`src/sv/vcr_pkg.sv`:
```
// ----------------------------------------------------------------------------
// vcr_pkg: shared types and constants for the velocity curve ramp
// Sizes, register indexes, curve codes, controller states and the
// command/status bundles between controller and datapath.
// ----------------------------------------------------------------------------
`timescale 1ns / 1ps
`default_nettype none

package vcr_pkg;

  localparam int MAX_NOTES = 64;
  localparam int IDX_W     = $clog2(MAX_NOTES);
  localparam int CNT_W     = IDX_W + 1;
  localparam int TICK_W    = 32;
  localparam int ID_W      = 16;
  localparam int VEL_W     = 8;
  localparam int FRAC_W    = 16;              // Q1.16 position
  localparam int POS_W     = FRAC_W + 1;      // 0..65536
  localparam int DIV_W     = IDX_W + FRAC_W;  // rank << 16 plus half divisor
  localparam int STEP_W    = 5;
  localparam int ROOT_IN_W = 2 * POS_W;       // radicand t << 16, padded even
  localparam int ROOT_RM_W = POS_W + 3;

  typedef enum logic [1:0] {
    CFG_START_VEL = 2'd0,
    CFG_END_VEL   = 2'd1,
    CFG_CURVE     = 2'd2
  } cfg_idx_e;

  typedef enum logic [1:0] {
    CURVE_LINEAR = 2'd0,
    CURVE_SQUARE = 2'd1,
    CURVE_ROOT   = 2'd2,
    CURVE_SMOOTH = 2'd3
  } curve_e;

  typedef enum logic [3:0] {
    ST_LOAD,
    ST_SCAN_INIT,
    ST_SCAN,
    ST_PICK,
    ST_DIV,
    ST_SHAPE,
    ST_SM_LO,
    ST_SM_HI,
    ST_ROOT,
    ST_SET_S,
    ST_BLEND,
    ST_EMIT
  } state_e;

  typedef struct packed {
    logic load;        // note transfer on the input side
    logic scan_init;
    logic scan_step;
    logic pick;        // claim minimum, start division
    logic div_step;
    logic shape_init;  // square product, root setup
    logic sm_lo;
    logic sm_hi;
    logic root_step;
    logic s_set;
    logic blend;
    logic emit;
    logic rank_inc;
    logic run_clr;
  } cmd_t;

  typedef struct packed {
    logic   scan_done;
    logic   div_last;
    logic   root_last;
    logic   lone;
    logic   last_rank;
    logic   out_free;
    curve_e mode;
  } stat_t;

endpackage

`default_nettype wire

```
`src/sv/vcr_ctrl.sv`:
```
// ----------------------------------------------------------------------------
// vcr_ctrl: sequencer for the velocity curve ramp
// Loads notes; per rank: scan, divide, shape, blend, emit (lone: scan, emit).
// ----------------------------------------------------------------------------
`timescale 1ns / 1ps
`default_nettype none

module vcr_ctrl (
  input  wire logic          clk_i,
  input  wire logic          rst_ni,
  input  wire logic          in_valid_i,
  input  wire logic          in_last_i,
  output logic               in_ready_o,
  input  wire vcr_pkg::stat_t stat_i,
  output vcr_pkg::cmd_t      cmd_o
);

  vcr_pkg::state_e state_q, state_d;
  logic            accept;

  assign accept = in_valid_i && (state_q == vcr_pkg::ST_LOAD);

  always_ff @(posedge clk_i or negedge rst_ni) begin
    if (!rst_ni) begin
      state_q <= vcr_pkg::ST_LOAD;
    end else begin
      state_q <= state_d;
    end
  end

  // next state
  always_comb begin
    state_d = state_q;
    unique case (state_q)
      vcr_pkg::ST_LOAD: begin
        if (accept && in_last_i) state_d = vcr_pkg::ST_SCAN_INIT;
      end
      vcr_pkg::ST_SCAN_INIT: state_d = vcr_pkg::ST_SCAN;
      vcr_pkg::ST_SCAN: begin
        if (stat_i.scan_done) state_d = vcr_pkg::ST_PICK;
      end
      vcr_pkg::ST_PICK: begin
        state_d = stat_i.lone ? vcr_pkg::ST_EMIT : vcr_pkg::ST_DIV;
      end
      vcr_pkg::ST_DIV: begin
        if (stat_i.div_last) state_d = vcr_pkg::ST_SHAPE;
      end
      vcr_pkg::ST_SHAPE: begin
        unique case (stat_i.mode)
          vcr_pkg::CURVE_ROOT:   state_d = vcr_pkg::ST_ROOT;
          vcr_pkg::CURVE_SMOOTH: state_d = vcr_pkg::ST_SM_LO;
          default:               state_d = vcr_pkg::ST_SET_S;
        endcase
      end
      vcr_pkg::ST_SM_LO: state_d = vcr_pkg::ST_SM_HI;
      vcr_pkg::ST_SM_HI: state_d = vcr_pkg::ST_SET_S;
      vcr_pkg::ST_ROOT: begin
        if (stat_i.root_last) state_d = vcr_pkg::ST_SET_S;
      end
      vcr_pkg::ST_SET_S: state_d = vcr_pkg::ST_BLEND;
      vcr_pkg::ST_BLEND: state_d = vcr_pkg::ST_EMIT;
      vcr_pkg::ST_EMIT: begin
        if (stat_i.out_free) begin
          state_d = stat_i.last_rank ? vcr_pkg::ST_LOAD : vcr_pkg::ST_SCAN_INIT;
        end
      end
      default: state_d = vcr_pkg::ST_LOAD;
    endcase
  end

  // commands
  always_comb begin
    cmd_o      = '0;
    in_ready_o = 1'b0;
    unique case (state_q)
      vcr_pkg::ST_LOAD: begin
        in_ready_o = 1'b1;
        cmd_o.load = accept;
      end
      vcr_pkg::ST_SCAN_INIT: cmd_o.scan_init = 1'b1;
      vcr_pkg::ST_SCAN:      cmd_o.scan_step = 1'b1;
      vcr_pkg::ST_PICK:      cmd_o.pick = 1'b1;
      vcr_pkg::ST_DIV:       cmd_o.div_step = 1'b1;
      vcr_pkg::ST_SHAPE:     cmd_o.shape_init = 1'b1;
      vcr_pkg::ST_SM_LO:     cmd_o.sm_lo = 1'b1;
      vcr_pkg::ST_SM_HI:     cmd_o.sm_hi = 1'b1;
      vcr_pkg::ST_ROOT:      cmd_o.root_step = 1'b1;
      vcr_pkg::ST_SET_S:     cmd_o.s_set = 1'b1;
      vcr_pkg::ST_BLEND:     cmd_o.blend = 1'b1;
      vcr_pkg::ST_EMIT: begin
        if (stat_i.out_free) begin
          cmd_o.emit     = 1'b1;
          cmd_o.rank_inc = !stat_i.last_rank;
          cmd_o.run_clr  = stat_i.last_rank;
        end
      end
      default: cmd_o = '0;
    endcase
  end

endmodule

`default_nettype wire

```
`config.mk`:
```
export PLATFORM = sky130hd
export DESIGN_NAME = vcr_ctrl
export DESIGN_NICKNAME = d
export VERILOG_FILES = /design/src/sv/vcr_pkg.sv /design/src/sv/vcr_ctrl.sv
export SDC_FILE = /design/constraint.sdc
export NUM_CORES = 1
export LEC_CHECK = 0
export ABC_AREA = 1
export BUFFER_PORTS_ARGS = -buffer_cell sky130_fd_sc_hd__buf_2
export CORE_AREA = 5 5 46 48
export CTS_CLUSTER_DIAMETER = 100
export DETAILED_ROUTE_END_ITERATION = 10
export DIE_AREA = 0 0 51 53
export GPL_ROUTABILITY_DRIVEN = 0
export GPL_TIMING_DRIVEN = 0
export PLACE_DENSITY = 0.67
export REMOVE_ABC_BUFFERS = 1
export SLEW_MARGIN = 20
export SYNTH_ARGS = -nofsm -noshare
export SYNTH_HDL_FRONTEND = slang
export SYNTH_SLANG_ARGS = --single-unit
```
`constraint.sdc`:
```
create_clock -name clk_i -period 1 [get_ports clk_i]
set_input_delay 0.05 -clock clk_i [delete_from_list [all_inputs] [get_ports clk_i]]
set_output_delay 0.05 -clock clk_i [all_outputs]
set_load 0.02 [all_outputs]
```
==> metrics.txt, run 1 <==
initial core utilization=0.285; Seq/Total Area, Yosys=0.211; routed wl met2=just under 800 um; Critical Path AT=1.28 ns; Max Cap Viol=0; min cycle time layout=1.33 ns; Hold Path Sink=state_q[2]; maximum VDD drop=approximately 1.6 mV; Pleak=0.560 nW; Final setup viols=19; vias per inst=4.54; Mapped Avg Cell Area=5.00 sq um; DR vias=around 680; hold_ws=about 0.13 ns; status=complete, but fails checks; crit-path cells=inv_2 -> nor2_2 -> nand2_1 -> clkinv_1 -> buf_2; synthesized area=475 sq um; FILL cells=174; largest net degree at the start of global routing=8; DRT Pass-1 Iters=4; Hold Crit Class=in2reg; hold depth=3; Worst-Margin Slew=roughly 0.23 ns; die area=~2700 sq um; most common cell after layout, fill and taps aside=nand2_1; post-synth top area share=0.284; Root Buffer Master=clkbuf_4; num ports=27; Num CTS Buffers=3; worst r2r path cells=5; f_max=0.750 GHz; Yosys reg bits=4; failing checks=setup timing; Core ar.=1670 sq um; synth unique cells=15; slowest cell delay on critical path=about 0.46 ns; CP max FO=5; initial drt markers=6; Setup CP Type=reg2out; Storage cell area=105 sq um; Core Rows=15; top flop regs=state_q: 4 flops; Largest register FFs=4; Top Metal Used=met4; final design utilization=0.514; share of layout cells above drive strength 1=0.515; Reg-to-Reg End=state_q[2]; ANT cells=0; max-slew violation count=0; Reg with most FFs=state_q; vias in the first global route=633; slowest CP cell=dfrtp_2; Clock Skew=around 0.000021 ns; HP Start=stat_i[4]; Placed Instances=138; CP Data Required Time=0.95 ns; M1 WL=645 um; Top delay family on crit path=flip-flops; fin cells=between 100 and 150; Worst R2R Start=state_q[1]; DIE WIDTH=51 um; total grt overflow=0; nets@finish=approximately 150; overall power=2.69 mW; clk buf depth=2; post-synthesis cell count=95; FF-to-FF setup slack=-0.27 ns; CP endpoint kind=output port; Cell Pwr Density=3130 nW/um^2; Tcrit/Tclk final=1.33; total track usage=0.122; ranking of synthesized cells by area=nand2_1 (28%), dfrtp_1 (21%), inv_1 (17%); synth warn=0; area of the multi-input gates=370 sq um; WP buf/inv=3; first-pass GRT wire length=between 2000 and 2500 um; RSZ-0062 raised after global routing=true; Routed WL=1580 um; critical path startpoint category=flip-flop; Detail Route Antenna Nets=0; initial antenna violation count=0; Placement Cell Area=627 sq um; clock latency on the worst-skew pair=0.24 ns; most frequent cells in the layout=nand2_1 (26), inv_1 (15), buf_2 (14), buf_4 (12), nor2_1 (10); area growth from synthesis to final layout=80.5%; Finished Cell Area=858 sq um; Clock Sinks=4; WL met3=94 um; relative slew slack=0.846; DP Wirelength=1050 um; setup ws final=-0.333 ns; Hold Violations, Final=0; leading area contributor after synthesis=nand2_1; Port Buffers=26; CTS tree=yes; Die Span Y=53 um; htree depth=1; DRC Markers=0; DR WL/cell=10.6 um; CTS clk-pin slew, worst paths=0.04 ns
worst max-delay path by stage:
stage	start	endpoint	slack (ns)	depth (start not counted)
after floorplan	state_q[1]	state_q[0]	-0.34	8
after global placement	state_q[1]	state_q[1]	-0.30	8
after detailed placement	state_q[2]	state_q[1]	-0.29	6
after CTS	state_q[2]	cmd_o[0]	-0.33	6
after global routing	state_q[0]	cmd_o[8]	-0.38	5
final	state_q[0]	cmd_o[8]	-0.33	5
power breakdown:
part           total, mW  internal [mW]  leakage, nW  switching, mW
clock              0.210          0.135       0.0138         0.0751
combinational       2.04          0.889        0.500           1.15
sequential         0.436          0.260       0.0459          0.177
total               2.69           1.28        0.560           1.41
area by class of cell:
class,count,area share
inverters,24,0.105
flip-flops and latches,4,0.122
repair buffers,34,0.290
clock buffers,3,0.0262
well taps,17,0.0248
multi-input cells,67,0.431
routing by layer:
layer	vias up	track usage
li1	356	-
met1	284	0.124
met5	-	0
met2	29	0.227
met3	8	0.0310
met4	0	0.0673
what timing repair did:
| item | CTS | global route |
|---|---|---|
| setup buffers | 5 | 2 |
| hold endpoints to repair | 4 | 0 |
| gates cloned | 0 | 0 |
| pin swaps | 6 | 4 |
| resized for setup | 36 | 17 |
| setup endpoints to repair | 19 | 19 |
| hold buffers | 1 | 0 |
kinds of logic after synthesis:
logic type      count (synthesis)  synth area share
simple gates                   65             0.576
buf+inv                        24             0.189
flops                           4             0.211
compound gates                  2            0.0237
cell usage after synthesis, drive strengths merged:
master and instances:
nand2 36, inv 23, nor2 18, nand3 5
dfrtp 4, nor3 2, and3 1, clkinv 1
nand3b 1, nand4 1, o21ai 1, o22ai 1
or3 1
worst reg2reg max path, stage by stage, from the launching register on:
cell	delay (ns)
dfrtp_2	0.47
inv_2	0.13
nor2_4	0.06
nand2_1	0.09
nand2_1	0.08
or3_1	0.31
metrics by stage:
step | setup TNS [ns] | setup slack [ns]
2_1_floorplan | -1.79 | -0.342
3_3_place_gp | -2.38 | -0.298
3_5_place_dp | -2.36 | -0.294
4_1_cts | -4.95 | -0.328
5_1_grt | -6.43 | -0.379
6_report | -5.14 | -0.333
Note: power is estimated with default switching activity, not from simulation.
==> inputs of run 2 (changes only) <==
--- a/config.mk
+++ b/config.mk
@@ -13,7 +13,7 @@
 export DIE_AREA = 0 0 51 53
 export GPL_ROUTABILITY_DRIVEN = 0
 export GPL_TIMING_DRIVEN = 0
-export PLACE_DENSITY = 0.67
+export PLACE_DENSITY = 0.65
 export REMOVE_ABC_BUFFERS = 1
 export SLEW_MARGIN = 20
 export SYNTH_ARGS = -nofsm -noshare
==> constraint.sdc (replaced) <==
create_clock -name clk_i -period 1.4 [get_ports clk_i]
set_input_delay 0.07 -clock clk_i [delete_from_list [all_inputs] [get_ports clk_i]]
set_output_delay 0.07 -clock clk_i [all_outputs]
set_load 0.02 [all_outputs]
==> run 2 against run 1 <==
  * The run now ends clean
  * Combinational power shrank 48%
  * First-iteration DRC count increased to 2.8 times the previous value
  * Clock power is 30% lower
  * Sequential power down 36%
  * Highest routed layer unchanged
  * Cell count fell by 2.0%
  * Design area is 16% lower
  * Critical endpoint is now cmd_o[0]
  * Die area unchanged
  * Critical path depth grew 1
  * Count of clock-buffer cells in the layout unchanged
==> metrics.txt, run 2 (synthesis gave the netlist of run 1 again) <==
nets@finish=143 (-2.1%); FILL cells=178 (+2.3%); Largest register FFs=4 (unchanged); f_max=0.718 GHz; total grt overflow=0 (unchanged); relative slew slack=0.844 (-0.00243); RSZ-0062 raised after global routing=true; initial drt markers=17 (+11); DRC Markers=0 (unchanged); vias in the first global route=556 (-12%); Setup CP Type=reg2out; top flop regs=state_q: 4 flops; Placed Instances=138 (unchanged); Routed WL=1390 um (-12%); Clock Skew=0.00768 ns (+0.00766 ns); htree depth=1 (unchanged); Root Buffer Master=clkbuf_4; CP endpoint kind=output port; hold_ws=0.149 ns (+0.0205 ns); Num CTS Buffers=3 (unchanged); Clock Sinks=4 (unchanged); FF-to-FF setup slack=0.14 ns (+0.41 ns); Pleak=0.523 nW (-6.5%); CTS clk-pin slew, worst paths=0.04 ns (about the same); first-pass GRT wire length=2170 um (-12%); status=finished clean; Worst-Margin Slew=0.233 ns (+0.00363 ns); Core ar.=1670 sq um (unchanged); area growth from synthesis to final layout=51.6%; Final setup viols=0 (-19); initial antenna violation count=0 (unchanged); maximum VDD drop=0.700 mV (-57%); Hold Violations, Final=0 (unchanged); min cycle time layout=1.39 ns; CP max FO=5 (unchanged); share of layout cells above drive strength 1=0.364 (-0.151); DR WL/cell=9.49 um (-11%); crit-path cells=inv_2 -> nand2_2 -> nor2_4 -> inv_2 -> nor3_2 -> buf_4; slowest cell delay on critical path=0.44 ns (-0.02 ns); initial core utilization=0.285 (unchanged); Tcrit/Tclk final=0.995; Cell Pwr Density=2060 nW/um^2 (-34%); slowest CP cell=dfrtp_2; die area=2700 sq um (unchanged); DRT Pass-1 Iters=4 (unchanged); most common cell after layout, fill and taps aside=nand2_1; num ports=27 (unchanged); most frequent cells in the layout=nand2_1 (35), buf_2 (24), inv_1 (20), nor2_1 (12), buf_4 (6); Core Rows=15 (unchanged); fin cells=146 (-2.0%); CTS tree=yes; CP Data Required Time=1.33 ns (+0.38 ns); clock latency on the worst-skew pair=0.24 ns (about the same); max-slew violation count=0 (unchanged); Hold Crit Class=in2async; DIE WIDTH=51 um (unchanged); DP Wirelength=1100 um (+4.4%); critical path startpoint category=flip-flop; total track usage=0.108 (-0.0144); vias per inst=4.39 (-3.4%); most frequent cell on the critical path=inv_2; Detail Route Antenna Nets=0 (unchanged); Max Cap Viol=0 (unchanged); Die Span Y=53 um (unchanged); Reg with most FFs=state_q; largest net degree at the start of global routing=9 (+1); clk buf depth=2 (unchanged); Critical Path AT=1.32 ns (+0.04 ns); Port Buffers=26 (unchanged); ANT cells=0 (unchanged); DR vias=641 (-5.3%)
==> run 2: changes by cell type in the layout (fill, tap and decap cells not counted), sizes merged <==
cell | before | now
buf | 33 | 30
==> run 2: worst paths after layout <==
kind,to,cells after the start,from
worst max register to register,state_q[2],5,state_q[1]
min in group clk_i,state_q[2],3,stat_i[4]
max in group asynchronous,state_q[1],2,rst_ni
worst min register to register,state_q[3],2,state_q[3]
worst min-delay path,state_q[3],2,rst_ni
worst max-delay path,cmd_o[0],6,state_q[2]
==> run 2: power by group <==
| part | switching [mW] | leakage, nW | internal [mW] |
|---|---|---|---|
| sequential | 0.0985 | 0.0470 | 0.183 |
| clock | 0.0500 | 0.0138 | 0.0960 |
| combinational | 0.665 | 0.462 | 0.391 |
==> run 2: repair_timing <==
item | CTS | global route
pin swaps | 0 | 4
buffers inserted | 0 | 4
endpoints found under the setup margin | 3 | 14
hold endpoints to repair | 4 | 0
hold buffers | 1 | 0
gates resized for setup | 3 | 9
==> run 2: final cells by class <==
class                   count  area, sq um  share of cell area
multi-input cells          67          308               0.427
repair buffers             31          175               0.243
flip-flops and latches      4          104               0.144
inverters                  24         90.1               0.125
clock buffers               3         22.5              0.0313
well taps                  17         21.3              0.0295
==> run 2: per-layer routing <==
metal | global-route usage | vias up | share of wire
li1 | - | 345 | -
met1 | 0.127 | 268 | 0.42
met2 | 0.170 | 26 | 0.48
met3 | 0.0254 | 2 | 0.081
met4 | 0.0807 | 0 | 0.014
met5 | 0 | - | 0
==> run 2: worst max-delay path, delay by kind of cell (launching register included) <==
kind,cells,cell delay [ns]
flip-flops,1,0.44
AND/OR/NAND/NOR,3,0.34
buffers and inverters,3,0.30
==> run 2: through the flow <==
step / total power [mW] / utilization / TNS, ns / worst slack [ns] / instance area, sq um
after floorplan: 0.941 / - / 0 / 0.0583 / 475
after CTS: 1.37 / 0.399 / 0 / 0.00964 / 667
after global routing: 1.65 / 0.431 / -0.253 / -0.0577 / 721
after detailed placement: 1.19 / 0.375 / 0 / 0.100 / 627
after global placement: 1.19 / 0.375 / 0 / 0.109 / 627
final: 1.48 / 0.431 / 0 / 0.00749 / 721
